<file path="config.mk">
export PLATFORM = sky130hd
export DESIGN_NAME = rlm_out_buf
export DESIGN_NICKNAME = d
export VERILOG_FILES = /design/src/rtl/core/rlm_out_buf.sv
export SDC_FILE = /design/constraint.sdc
export NUM_CORES = 1
export LEC_CHECK = 0
export ABC_AREA = 1
export BUFFER_PORTS_ARGS = -buffer_cell sky130_fd_sc_hd__buf_4
export CAP_MARGIN = 10
export CORE_MARGIN = 2
export CORE_UTILIZATION = 40
export DETAILED_ROUTE_END_ITERATION = 8
export MAX_ROUTING_LAYER = met4
export PLACE_DENSITY_LB_ADDON = 0.15
export SLEW_MARGIN = 20
export SYNTH_ARGS = -nofsm -noshare
export SYNTH_HDL_FRONTEND = slang
export SYNTH_SLANG_ARGS = --single-unit
</file>
<file path="constraint.sdc">
create_clock -name clk -period 1.45 [get_ports clk]
set_input_delay 0.145 -clock clk [delete_from_list [all_inputs] [get_ports clk]]
set_output_delay 0.145 -clock clk [all_outputs]
set_load 0.01 [all_outputs]
</file>
<file path="src/rtl/core/rlm_out_buf.sv">
// ----------------------------------------------------------------------------
// rlm_out_buf
// Two-entry result buffer: output register plus skid slot.
// ----------------------------------------------------------------------------
module rlm_out_buf #(
  parameter int DW = 8
) (
  input  logic          clk,
  input  logic          rst,
  input  logic          push,
  input  logic [DW-1:0] push_data,
  output logic          full,
  output logic          valid,
  output logic [DW-1:0] data,
  input  logic          stall
);

  logic          skid_valid;
  logic [DW-1:0] skid_data;
  logic          take;
  logic          load_main;
  logic          load_skid;

  assign take      = valid & ~stall;
  assign load_main = ~skid_valid & push & (~valid | take);
  assign load_skid = ~skid_valid & push & valid & ~take;
  assign full      = skid_valid;

  always_ff @(posedge clk) begin
    if (rst) begin
      valid      <= 1'b0;
      skid_valid <= 1'b0;
    end else if (skid_valid) begin
      if (take) begin
        skid_valid <= 1'b0;
      end
    end else if (push) begin
      if (load_skid) begin
        skid_valid <= 1'b1;
      end else begin
        valid <= 1'b1;
      end
    end else if (take) begin
      valid <= 1'b0;
    end
  end

  always_ff @(posedge clk) begin
    if (skid_valid && take) begin
      data <= skid_data;
    end else if (load_main) begin
      data <= push_data;
    end
    if (load_skid) begin
      skid_data <= push_data;
    end
  end

endmodule

</file>
==> results of run 1 <==
## power groups by stage
| stage | Combinational, mW | Clock, mW | Sequential (mW) |
|---|---|---|---|
| 3_3_place_gp | 0.108 | 0 | 0.613 |
| 3_5_place_dp | 0.109 | 0 | 0.614 |
| 5_1_grt | 0.123 | 0.283 | 0.605 |
| 4_1_cts | 0.109 | 0.262 | 0.602 |
| 6_report | 0.110 | 0.257 | 0.602 |
| 2_1_floorplan | 0.0357 | 0 | 0.623 |
## cell usage after synthesis
| cell type | instances | area share [%] |
|---|---|---|
| nand3_4 | 1 | 2.4 |
| nor2_1 | 1 | 0.51 |
| a21oi_1 | 2 | 1.4 |
| buf_6 | 1 | 1.5 |
| dfxtp_1 | 2 | 5.4 |
| nand2_2 | 1 | 0.85 |
| inv_1 | 13 | 6.6 |
| o21ai_0 | 2 | 1.4 |
| o21ai_2 | 8 | 9.5 |
| nand2_1 | 11 | 5.6 |
| edfxtp_1 | 16 | 65 |
## critical path: cells and delay by family (launching register included)
| family | cells | cell delay, ns |
|---|---|---|
| flip-flops | 1 | 0.43 |
| buffers and inverters | 2 | 0.31 |
| AND/OR/NAND/NOR | 2 | 0.14 |
## what timing repair did
action / 4_1_cts / 5_1_grt
hold buffers: 0 / 1
endpoints found under the setup margin: 0 / 0
endpoints found under the hold margin: 0 / 1
## worst min-delay path by stage
stage | cells past startpoint | to | startpoint | slack [ns]
floorplan | 1 | full$_SDFF_PP0_ | rst | 0.21
global placement | 2 | valid$_SDFFE_PP0P_ | rst | 0.31
detailed placement | 2 | valid$_SDFFE_PP0P_ | rst | 0.31
CTS | 2 | valid$_SDFFE_PP0P_ | rst | 0.001
global route | 1 | skid_data[7]$_DFFE_PP_ | push_data[7] | 0.02
finish | 1 | skid_data[5]$_DFFE_PP_ | push_data[5] | 0.03
## metrics by stage
step | std cells | utilization, %
after floorplan | 58 | -
after global placement | 105 | 54.0
after detailed placement | 105 | 54.0
after CTS | 109 | 55.5
after global routing | 110 | 56.1
final | 110 | 56.1
## registers in the layout (all words and copies together) (netlist names)
signal and count:
valid 1, skid_data 8, data 8, full 1
## layout make-up
class                           count  area, µm²  share of cell area, %
Tap cell                           25       31.3                   3.23
Clock buffer                        4       26.3                   2.71
Multi-Input combinational cell     26        159                   16.4
Inverter                           13       48.8                   5.04
Sequential cell                    18        520                   53.7
Timing Repair Buffer               24        183                   18.9
## per-layer routing
layer / up-vias / share of wire (%) / track usage [%]
met4: 0 / 0 / 6.67
met3: 0 / 4.8 / 3.46
li1: 242 / - / -
met5: - / 0 / -
met1: 208 / 43 / 14.5
met2: 11 / 53 / 18.6
## cell families after synthesis
group	count (synthesis)	synth area share (%)
and+or+nand+nor	14	9.31
AOI/OAI and AO/OA	12	12.2
DFF	18	70.4
buffers and inverters	14	8.12
==> flow_metrics.py, run 1 <==
metrics = {
    "status": {
        "outcome": "complete, no violations",
    },
    "power_and_ir_drop": {
        "pwr-share-comb_pct": 11.3,
        "pwr-share-seq_pct": 62.2,
        "swShare_pct": 21.8,
        "power_switching_mw": 0.212,
        "power.internal_mw": 0.757,
        "static-leakage-power_nw": 0.437,
        "max-vdd-ir-drop_mv": 0.637,
        "power_density_mw_per_mm2": 1000,
        "totalPowerFinal_mw": 0.968,
        "clock_power_share_pct": 26.5,
    },
    "setup_path": {
        "timing.critical_path.to_type": "register",
        "crit_startpoint": "valid$_SDFFE_PP0P_",
        "critical_path_start_end_classification": "register to register",
        "reg2reg_depth": 4,
        "crit_path_max_delay_cell_type": "dfxtp_1",
        "cp.required_ns": 1.42,
        "timing.critical_path.cells": "nand2_1 > inv_1 > nand2_1 > inv_1",
        "timing.critical_path.slowest_cell_delay_ns": 0.43,
        "ff2ff_setup_slack_ns": 0.26,
        "critical_path.endpoint": "skid_data[1]$_DFFE_PP_",
        "arrival_ns": 1.16,
        "critical_path.reg2reg.startpoint": "valid$_SDFFE_PP0P_",
        "critPathMaxFanout": 8,
        "critPathLaunchType": "register",
        "critical_path.reg2reg.endpoint": "skid_data[1]$_DFFE_PP_",
    },
    "synth": {
        "synth_cells": 58,
        "synth_area_um2": 739,
        "post_synth.cell_area_avg_um2": 12.7,
        "synth_seq_cells": 18,
        "synth_fp_nets": 70,
        "synth.yosys.seq_area_share_pct": 70.4,
        "netlist-cell-type-count": 11,
        "yosys_warnings": 0,
    },
    "sta": {
        "postLayoutSetupSlackWorst_ns": 0.257,
        "min_period_over_period_pct": 82.3,
        "worst-slew-pin-transition_ns": 0.295,
        "hold_viol_final": 0,
        "setup_failing_eps_final": 0,
        "timing.max_slew.rel_slack_pct": 80.3,
        "clock-skew-final_ns": 0.00849,
        "layout_min_cycle_time_ns": 1.19,
        "finalHoldWorstSlack_ns": 0.0346,
        "grt_setup_unrepaired": "no",
        "achievable-frequency_mhz": 838,
        "final_max_slew_viols": 0,
        "finalSetupTns_ns": 0,
    },
    "floorplanning": {
        "floorplan.initialDensity_pct": 42.8,
        "coreArea_mm2": 0.00173,
        "placement_rows": 15,
        "dieHeight_um": 47.0,
        "dieWidth_um": 47.0,
        "ios": 22,
        "design.die.area_mm2": 0.00221,
    },
    "finish": {
        "finalInstanceArea_um2": 968,
        "final_layout_size_suffix_gt1_share_pct": 42.4,
        "highest_count_cells_in_the_layout_ignoring_fill_and_taps": "buf_4 (23), edfxtp_1 (16), inv_1 (13)",
        "nFillCells": 159,
        "num_antenna_cells": 0,
        "design.final.nets": 98,
        "final_common_cell": "buf_4",
        "flow.area_growth_from_synthesis_pct": 31.0,
    },
    "placement": {
        "dpl-instance-area_um2": 932,
        "numPortBuffers": 21,
        "pre_cts_ws_ns": 0.256,
        "globalplace.congestion": 0.729,
        "hpwlAfterDp_um": 830,
    },
    "clocking": {
        "cts_resized": 0,
        "cts.sinks": 18,
        "cts_tree": "built",
        "clock_insertion_delay_worst_skew_ns": 0.29,
        "cts.htree.levels": 1,
        "cts-root-buf": "clkbuf_4",
        "maximum_number_of_buffers_from_clock_root_to_sink": 2,
        "tritoncts_buffer_count": 3,
        "clock_pin_slew_on_the_worst_setup_and_hold_paths_ns": 0.10,
        "postCtsSetupBuffers": 0,
    },
    "job": {
        "max_cap_violations": 0,
    },
    "worst_hold_path": {
        "hp-class": "primary input to register",
    },
    "route": {
        "post-route-drc-count": 0,
        "antenna_violating_nets_remaining": 0,
        "dr_total_vias": 461,
        "detail_route.wirelength_mm": 1.12,
        "drt-initial-drc-count": 11,
        "route.detailed.wl_per_inst_um": 10.2,
        "post_drt_via_cell_ratio": 4.19,
        "first_pass_iters": 4,
    },
    "global_routing": {
        "overall_global_routing_resource_usage_pct": 12.2,
        "gr-total-overflow": 0,
        "global_route_wire_length_before_repair_mm": 1.74,
        "grt_antenna_before_repair": 0,
        "grt_pass1_vias": 423,
        "grt_start_max_net_pins": 11,
    },
}
Power figures use the tool's default switching activity.
==> run 2: changes to the inputs <==
ABC_AREA = 0   (was 1)
clock period = 1.1 ns   (was 1.45 ns; I/O delays follow)
==> flow_metrics.py, run 2 <==
metrics = {
    "finish": {
        "final_layout_size_suffix_gt1_share_pct": 56.2,
        "highest_count_cells_in_the_layout_ignoring_fill_and_taps": "buf_4 (23), edfxtp_1 (16), dlygate4sd3_1 (9)",
        "finalCoreUtilization_pct": 66.5,
        "design.final.nets": 86,
        "registers_with_the_highest_flip_flop_counts": "data (8), skid_data (8)",
        "final_common_cell": "buf_4",
        "non_filler_instance_count_after_layout": 89,
        "flow.area_growth_from_synthesis_pct": 51.9,
        "num_antenna_cells": 0,
        "nFillCells": 115,
    },
    "sta": {
        "achievable-frequency_mhz": 896,
        "hold_viol_final": 0,
        "timing.max_slew.rel_slack_pct": 81.0,
        "layout_min_cycle_time_ns": 1.12,
        "grt_setup_unrepaired": "yes",
        "final_max_slew_viols": 0,
        "clock-skew-final_ns": 0.00125,
        "worst-slew-pin-transition_ns": 0.284,
        "setup_failing_eps_final": 16,
        "finalHoldWorstSlack_ns": 0.144,
        "postLayoutSetupSlackWorst_ns": -0.0166,
        "min_period_over_period_pct": 102,
    },
    "global_routing": {
        "grt_start_max_net_pins": 11,
        "met2_usage_pct": 20.6,
        "gr-total-overflow": 0,
        "gr-usage-met3_pct": 3.60,
        "grt_antenna_before_repair": 0,
        "global_route_wire_length_before_repair_mm": 1.87,
        "globalRouteMet1Util_pct": 17.1,
        "gr-max-usage-layer": "met2",
        "grt_pass1_vias": 419,
        "overall_global_routing_resource_usage_pct": 14.0,
    },
    "setup_path": {
        "timing.critical_path.to_type": "register",
        "critPathLaunchType": "register",
        "critPathMaxFanout": 8,
        "timing.critical_path.cells": "nand3b_4 > mux2_2",
        "ff2ff_setup_slack_ns": -0.02,
        "cp.required_ns": 1.14,
        "arrival_ns": 1.16,
        "timing.critical_path.slowest_cell_delay_ns": 0.37,
        "crit_path_max_delay_cell_type": "dfxtp_4",
        "critical_path_start_end_classification": "register to register",
    },
    "synth": {
        "synth.top_cells.by_area": "edfxtp_1 (70%), mux2_2 (13%), dfxtp_1 (5.9%)",
        "synth.yosys.seq_area_share_pct": 76.3,
        "yosys.cell_count.top_type": "edfxtp_1",
        "synth_commonest_cells": "edfxtp_1 (16), mux2_2 (8), a21oi_1 (2), dfxtp_1 (2), nand2_1 (2)",
        "synth_fp_nets": 49,
        "post_synth.cell_area_avg_um2": 18.4,
        "synth_area_um2": 682,
        "async_reset_ff_share_pct": 0,
        "synth_cells": 37,
        "yosys_warnings": 0,
        "count_of_flip_flops_with_a_built_in_enable_after_synthesis": 16,
        "netlist-cell-type-count": 12,
        "yosysTopAreaCell": "edfxtp_1",
        "most_used_flip_flop_cell_after_synthesis": "edfxtp_1",
        "synthDominantCellAreaShare_pct": 70.5,
        "synth_seq_cells": 18,
    },
    "placement": {
        "globalplace.congestion": 0.673,
        "numPortBuffers": 21,
        "pre_cts_ws_ns": -0.0272,
        "hpwlAfterDp_um": 841,
        "place_inst": 76,
    },
    "route": {
        "antenna_violating_nets_remaining": 0,
        "post_drt_via_cell_ratio": 4.97,
        "first_pass_iters": 3,
        "post-route-drc-count": 0,
        "dr_total_vias": 442,
        "drt-initial-drc-count": 2,
        "detail_route.wirelength_mm": 1.19,
        "route.detailed.wl_per_inst_um": 13.4,
    },
    "floorplanning": {
        "dieWidth_um": 45.3,
        "design.die.area_mm2": 0.00205,
        "floorplan.initialDensity_pct": 43.7,
        "placement_rows": 14,
        "ios": 22,
        "coreArea_mm2": 0.00156,
        "dieHeight_um": 45.3,
    },
    "clocking": {
        "clock_insertion_delay_worst_skew_ns": 0.28,
        "tritoncts_buffer_count": 3,
        "cts.sinks": 18,
        "clock_pin_slew_on_the_worst_setup_and_hold_paths_ns": 0.10,
        "postCtsSetupBuffers": 0,
        "cts-root-buf": "clkbuf_4",
        "cts_tree": "built",
        "maximum_number_of_buffers_from_clock_root_to_sink": 2,
        "cts.htree.levels": 1,
    },
    "worst_hold_path": {
        "hp-class": "primary input to register",
    },
    "power_and_ir_drop": {
        "pwr-share-comb_pct": 14.4,
        "clock_power_share_pct": 24.7,
        "pwr-share-seq_pct": 60.9,
        "power_density_mw_per_mm2": 1270,
        "power_switching_mw": 0.281,
        "static-leakage-power_nw": 0.437,
        "max-vdd-ir-drop_mv": 0.803,
        "swShare_pct": 21.4,
        "power.internal_mw": 1.03,
    },
    "job": {
        "max_cap_violations": 0,
    },
    "status": {
        "outcome": "complete, but fails checks",
        "failed_checks": "setup timing",
    },
}
-- run 2: critical path, delay by kind of cell (launching register included) --
| family | cells | cell delay, ns |
|---|---|---|
| flip-flops | 1 | 0.37 |
| multiplexers | 1 | 0.36 |
| AND/OR/NAND/NOR | 1 | 0.15 |
-- run 2: area by class of cell --
| cell class | count | area, µm² | share of cell area, % |
|---|---|---|---|
| well taps | 16 | 20.0 | 1.93 |
| clock inverters | 1 | 3.75 | 0.362 |
| multi-input cells | 19 | 201 | 19.4 |
| clock buffers | 3 | 22.5 | 2.17 |
| repair buffers | 32 | 263 | 25.4 |
| flip-flops and latches | 18 | 526 | 50.7 |
-- run 2: what timing repair did --
action	in CTS	in global routing
hold buffers	8	1
pin swaps	1	0
endpoints found under the hold margin	9	1
endpoints found under the setup margin	8	24
resized for setup	1	4
-- run 2: kinds of logic after synthesis --
| logic type | after synthesis | share of synthesized area (%) |
|---|---|---|
| compound gates | 4 | 3.30 |
| flops | 18 | 76.3 |
| mux | 8 | 13.2 |
| simple gates | 7 | 7.16 |
-- run 2: worst paths after layout --
check	from	endpoint	cells past startpoint
setup / recovery	valid$_SDFFE_PP0P_	data[1]$_DFFE_PP_	2
setup reg to reg	valid$_SDFFE_PP0P_	data[1]$_DFFE_PP_	2
hold / removal	push	valid$_SDFFE_PP0P_	3
hold reg to reg	skid_data[0]$_DFFE_PP_	data[0]$_DFFE_PP_	1
-- run 2: power groups by stage --
| stage | Sequential (mW) | Combinational (mW) | Clock [mW] |
|---|---|---|---|
| final | 0.799 | 0.189 | 0.324 |
| after global routing | 0.802 | 0.203 | 0.361 |
| after CTS | 0.800 | 0.184 | 0.332 |
| after detailed placement | 0.816 | 0.161 | 0 |
| after global placement | 0.815 | 0.159 | 0 |
| after floorplan | 0.831 | 0.0529 | 0 |
-- run 2: per-stage QoR --
stage,instance area [µm²],power (mW),TNS (ns)
after floorplan,711,0.884,0
after global placement,903,0.973,-0.0111
after detailed placement,903,0.977,-0.216
after CTS,1010,1.32,-0.0903
after global routing,1040,1.37,-0.711
final,1040,1.31,-0.105
-- run 2: layer usage --
layer	share of wire [%]	routed length (µm)
met5	0	0
met4	0.84	10
met3	4.0	48
met2	50	595
met1	45	535
==> run 3: changes to the inputs <==
CELL_PAD_IN_SITES_DETAIL_PLACEMENT = 0   (was unset)
CELL_PAD_IN_SITES_GLOBAL_PLACEMENT = 1   (was unset)
CORE_UTILIZATION = 38   (was 40)
GPL_TIMING_DRIVEN = 1   (was unset)
==> flow_metrics.py, run 3 (synthesis results as in run 2) <==
metrics = {
    "power_and_ir_drop": {
        "static-leakage-power_nw": 0.421,
        "pwr-share-comb_pct": 14.0,
        "swShare_pct": 21.8,
        "power.internal_mw": 1.03,
        "power_switching_mw": 0.287,
        "power_density_mw_per_mm2": 1270,
        "pwr-share-seq_pct": 60.8,
        "clock_power_share_pct": 25.2,
        "max-vdd-ir-drop_mv": 0.732,
    },
    "clocking": {
        "cts_tree": "built",
        "cts.sinks": 18,
        "tritoncts_buffer_count": 3,
        "maximum_number_of_buffers_from_clock_root_to_sink": 2,
        "clock_pin_slew_on_the_worst_setup_and_hold_paths_ns": 0.10,
        "clock_insertion_delay_worst_skew_ns": 0.29,
        "cts-root-buf": "clkbuf_4",
        "cts.htree.levels": 1,
    },
    "placement": {
        "pre_cts_ws_ns": -0.0206,
        "globalplace.congestion": 0.630,
        "place_inst": 85,
        "hpwlAfterDp_um": 807,
        "numPortBuffers": 21,
    },
    "route": {
        "post_drt_via_cell_ratio": 4.37,
        "post-route-drc-count": 0,
        "first_pass_iters": 2,
        "antenna_violating_nets_remaining": 0,
        "route.detailed.wl_per_inst_um": 12.0,
        "drt-initial-drc-count": 2,
        "dr_total_vias": 428,
        "detail_route.wirelength_mm": 1.18,
    },
    "finish": {
        "final_common_cell": "buf_4",
        "design.final.nets": 86,
        "num_antenna_cells": 0,
        "non_filler_instance_count_after_layout": 98,
        "flow.area_growth_from_synthesis_pct": 51.9,
        "multi_input_area_um2": 190,
        "final_layout_size_suffix_gt1_share_pct": 56.2,
        "registers_with_the_highest_flip_flop_counts": "data (8), skid_data (8)",
        "finalCoreUtilization_pct": 60.7,
        "nFillCells": 150,
        "sequential_cell_area_um2": 526,
        "highest_count_cells_in_the_layout_ignoring_fill_and_taps": "buf_4 (23), edfxtp_1 (16), dlygate4sd3_1 (9)",
    },
    "sta": {
        "postLayoutSetupSlackWorst_ns": -0.00940,
        "setup_failing_eps_final": 10,
        "worst-slew-pin-transition_ns": 0.280,
        "layout_min_cycle_time_ns": 1.11,
        "timing.max_slew.rel_slack_pct": 81.3,
        "clock-skew-final_ns": 0.00285,
        "final_max_slew_viols": 0,
        "min_period_over_period_pct": 101,
        "hold_viol_final": 0,
        "grt_setup_unrepaired": "yes",
        "achievable-frequency_mhz": 901,
    },
    "setup_path": {
        "critical_path_start_end_classification": "register to register",
        "critPathMaxFanout": 8,
        "crit_path_max_delay_cell_type": "dfxtp_2",
        "crit_buf_inv": 0,
        "timing.critical_path.slowest_cell_delay_ns": 0.36,
        "cp.required_ns": 1.08,
        "timing.critical_path.to_type": "register",
        "critPathLaunchType": "register",
        "path_delay_family": "flip-flops",
        "arrival_ns": 1.09,
        "timing.critical_path.cells": "nand2b_4 > a21boi_4",
    },
    "global_routing": {
        "global_route_wire_length_before_repair_mm": 1.87,
        "grt_antenna_before_repair": 0,
        "overall_global_routing_resource_usage_pct": 13.2,
        "gr-total-overflow": 0,
        "grt_start_max_net_pins": 11,
        "grt_pass1_vias": 442,
    },
    "floorplanning": {
        "ios": 22,
        "design.die.area_mm2": 0.00215,
        "coreArea_mm2": 0.00171,
        "placement_rows": 15,
        "floorplan.initialDensity_pct": 39.9,
        "dieWidth_um": 46.4,
        "dieHeight_um": 46.4,
    },
    "worst_hold_path": {
        "hp-class": "primary input to register",
    },
    "job": {
        "max_cap_violations": 0,
    },
    "status": {
        "failed_checks": "setup timing",
        "outcome": "complete, but fails checks",
    },
}
[run 3: cell counts in the layout (fill, tap and decap cells not counted)]
No cell type changed its count.
[run 3: final timing paths]
check | startpoint | end | slack [ns] | depth (start not counted)
max | full$_SDFF_PP0_ | data[5]$_DFFE_PP_ | -0.009 | 2
min | stall | full$_SDFF_PP0_ | 0.14 | 3
max reg2reg | full$_SDFF_PP0_ | data[5]$_DFFE_PP_ | -0.009 | 2
min reg2reg | skid_data[4]$_DFFE_PP_ | data[4]$_DFFE_PP_ | 0.56 | 1
[run 3: layout make-up]
cell class	count	area share, %
Clock inverter	1	0.362
Clock buffer	3	2.17
Timing Repair Buffer	32	25.4
Tap cell	25	3.02
Multi-Input combinational cell	19	18.4
Sequential cell	18	50.7
[run 3: tightest hold or removal path, stage by stage]
cell and delay [ns]:
buf_4 0.12, nor2b_1 0.10, nor3_1 0.06
[run 3: layer usage]
metal  global-route usage (%)  vias to the layer above  wire [µm]
met5                        -                        -          0
met4                     5.14                        0         19
met3                     3.53                        2         55
met2                     20.0                       14        559
met1                     16.9                      197        546
li1                         -                      215          -
[run 3: through the flow]
stage	TNS [ns]	hold WS, ns	power, mW	instance area (µm²)
2_1_floorplan	0	0.172	0.884	711
3_3_place_gp	-0.00741	0.285	0.974	915
3_5_place_dp	-0.164	0.286	0.976	915
4_1_cts	-0.146	0.130	1.33	1030
5_1_grt	-0.987	0.131	1.37	1040
6_report	-0.0590	0.139	1.31	1040
[run 3: power groups by stage]
stage          combinational [mW]  clock [mW]  sequential (mW)
6_report                    0.184       0.332            0.799
3_3_place_gp                0.159           0            0.815
2_1_floorplan              0.0529           0            0.831
5_1_grt                     0.200       0.365            0.803
4_1_cts                     0.186       0.343            0.801
3_5_place_dp                0.160           0            0.816
[run 3: repair_timing]
action                                 CTS  global route
pin swaps                                1             1
hold buffers                             9             0
endpoints found under the hold margin   10             0
setup endpoints to repair                8            24
buffers inserted                         0             0
resized for setup                        1             1
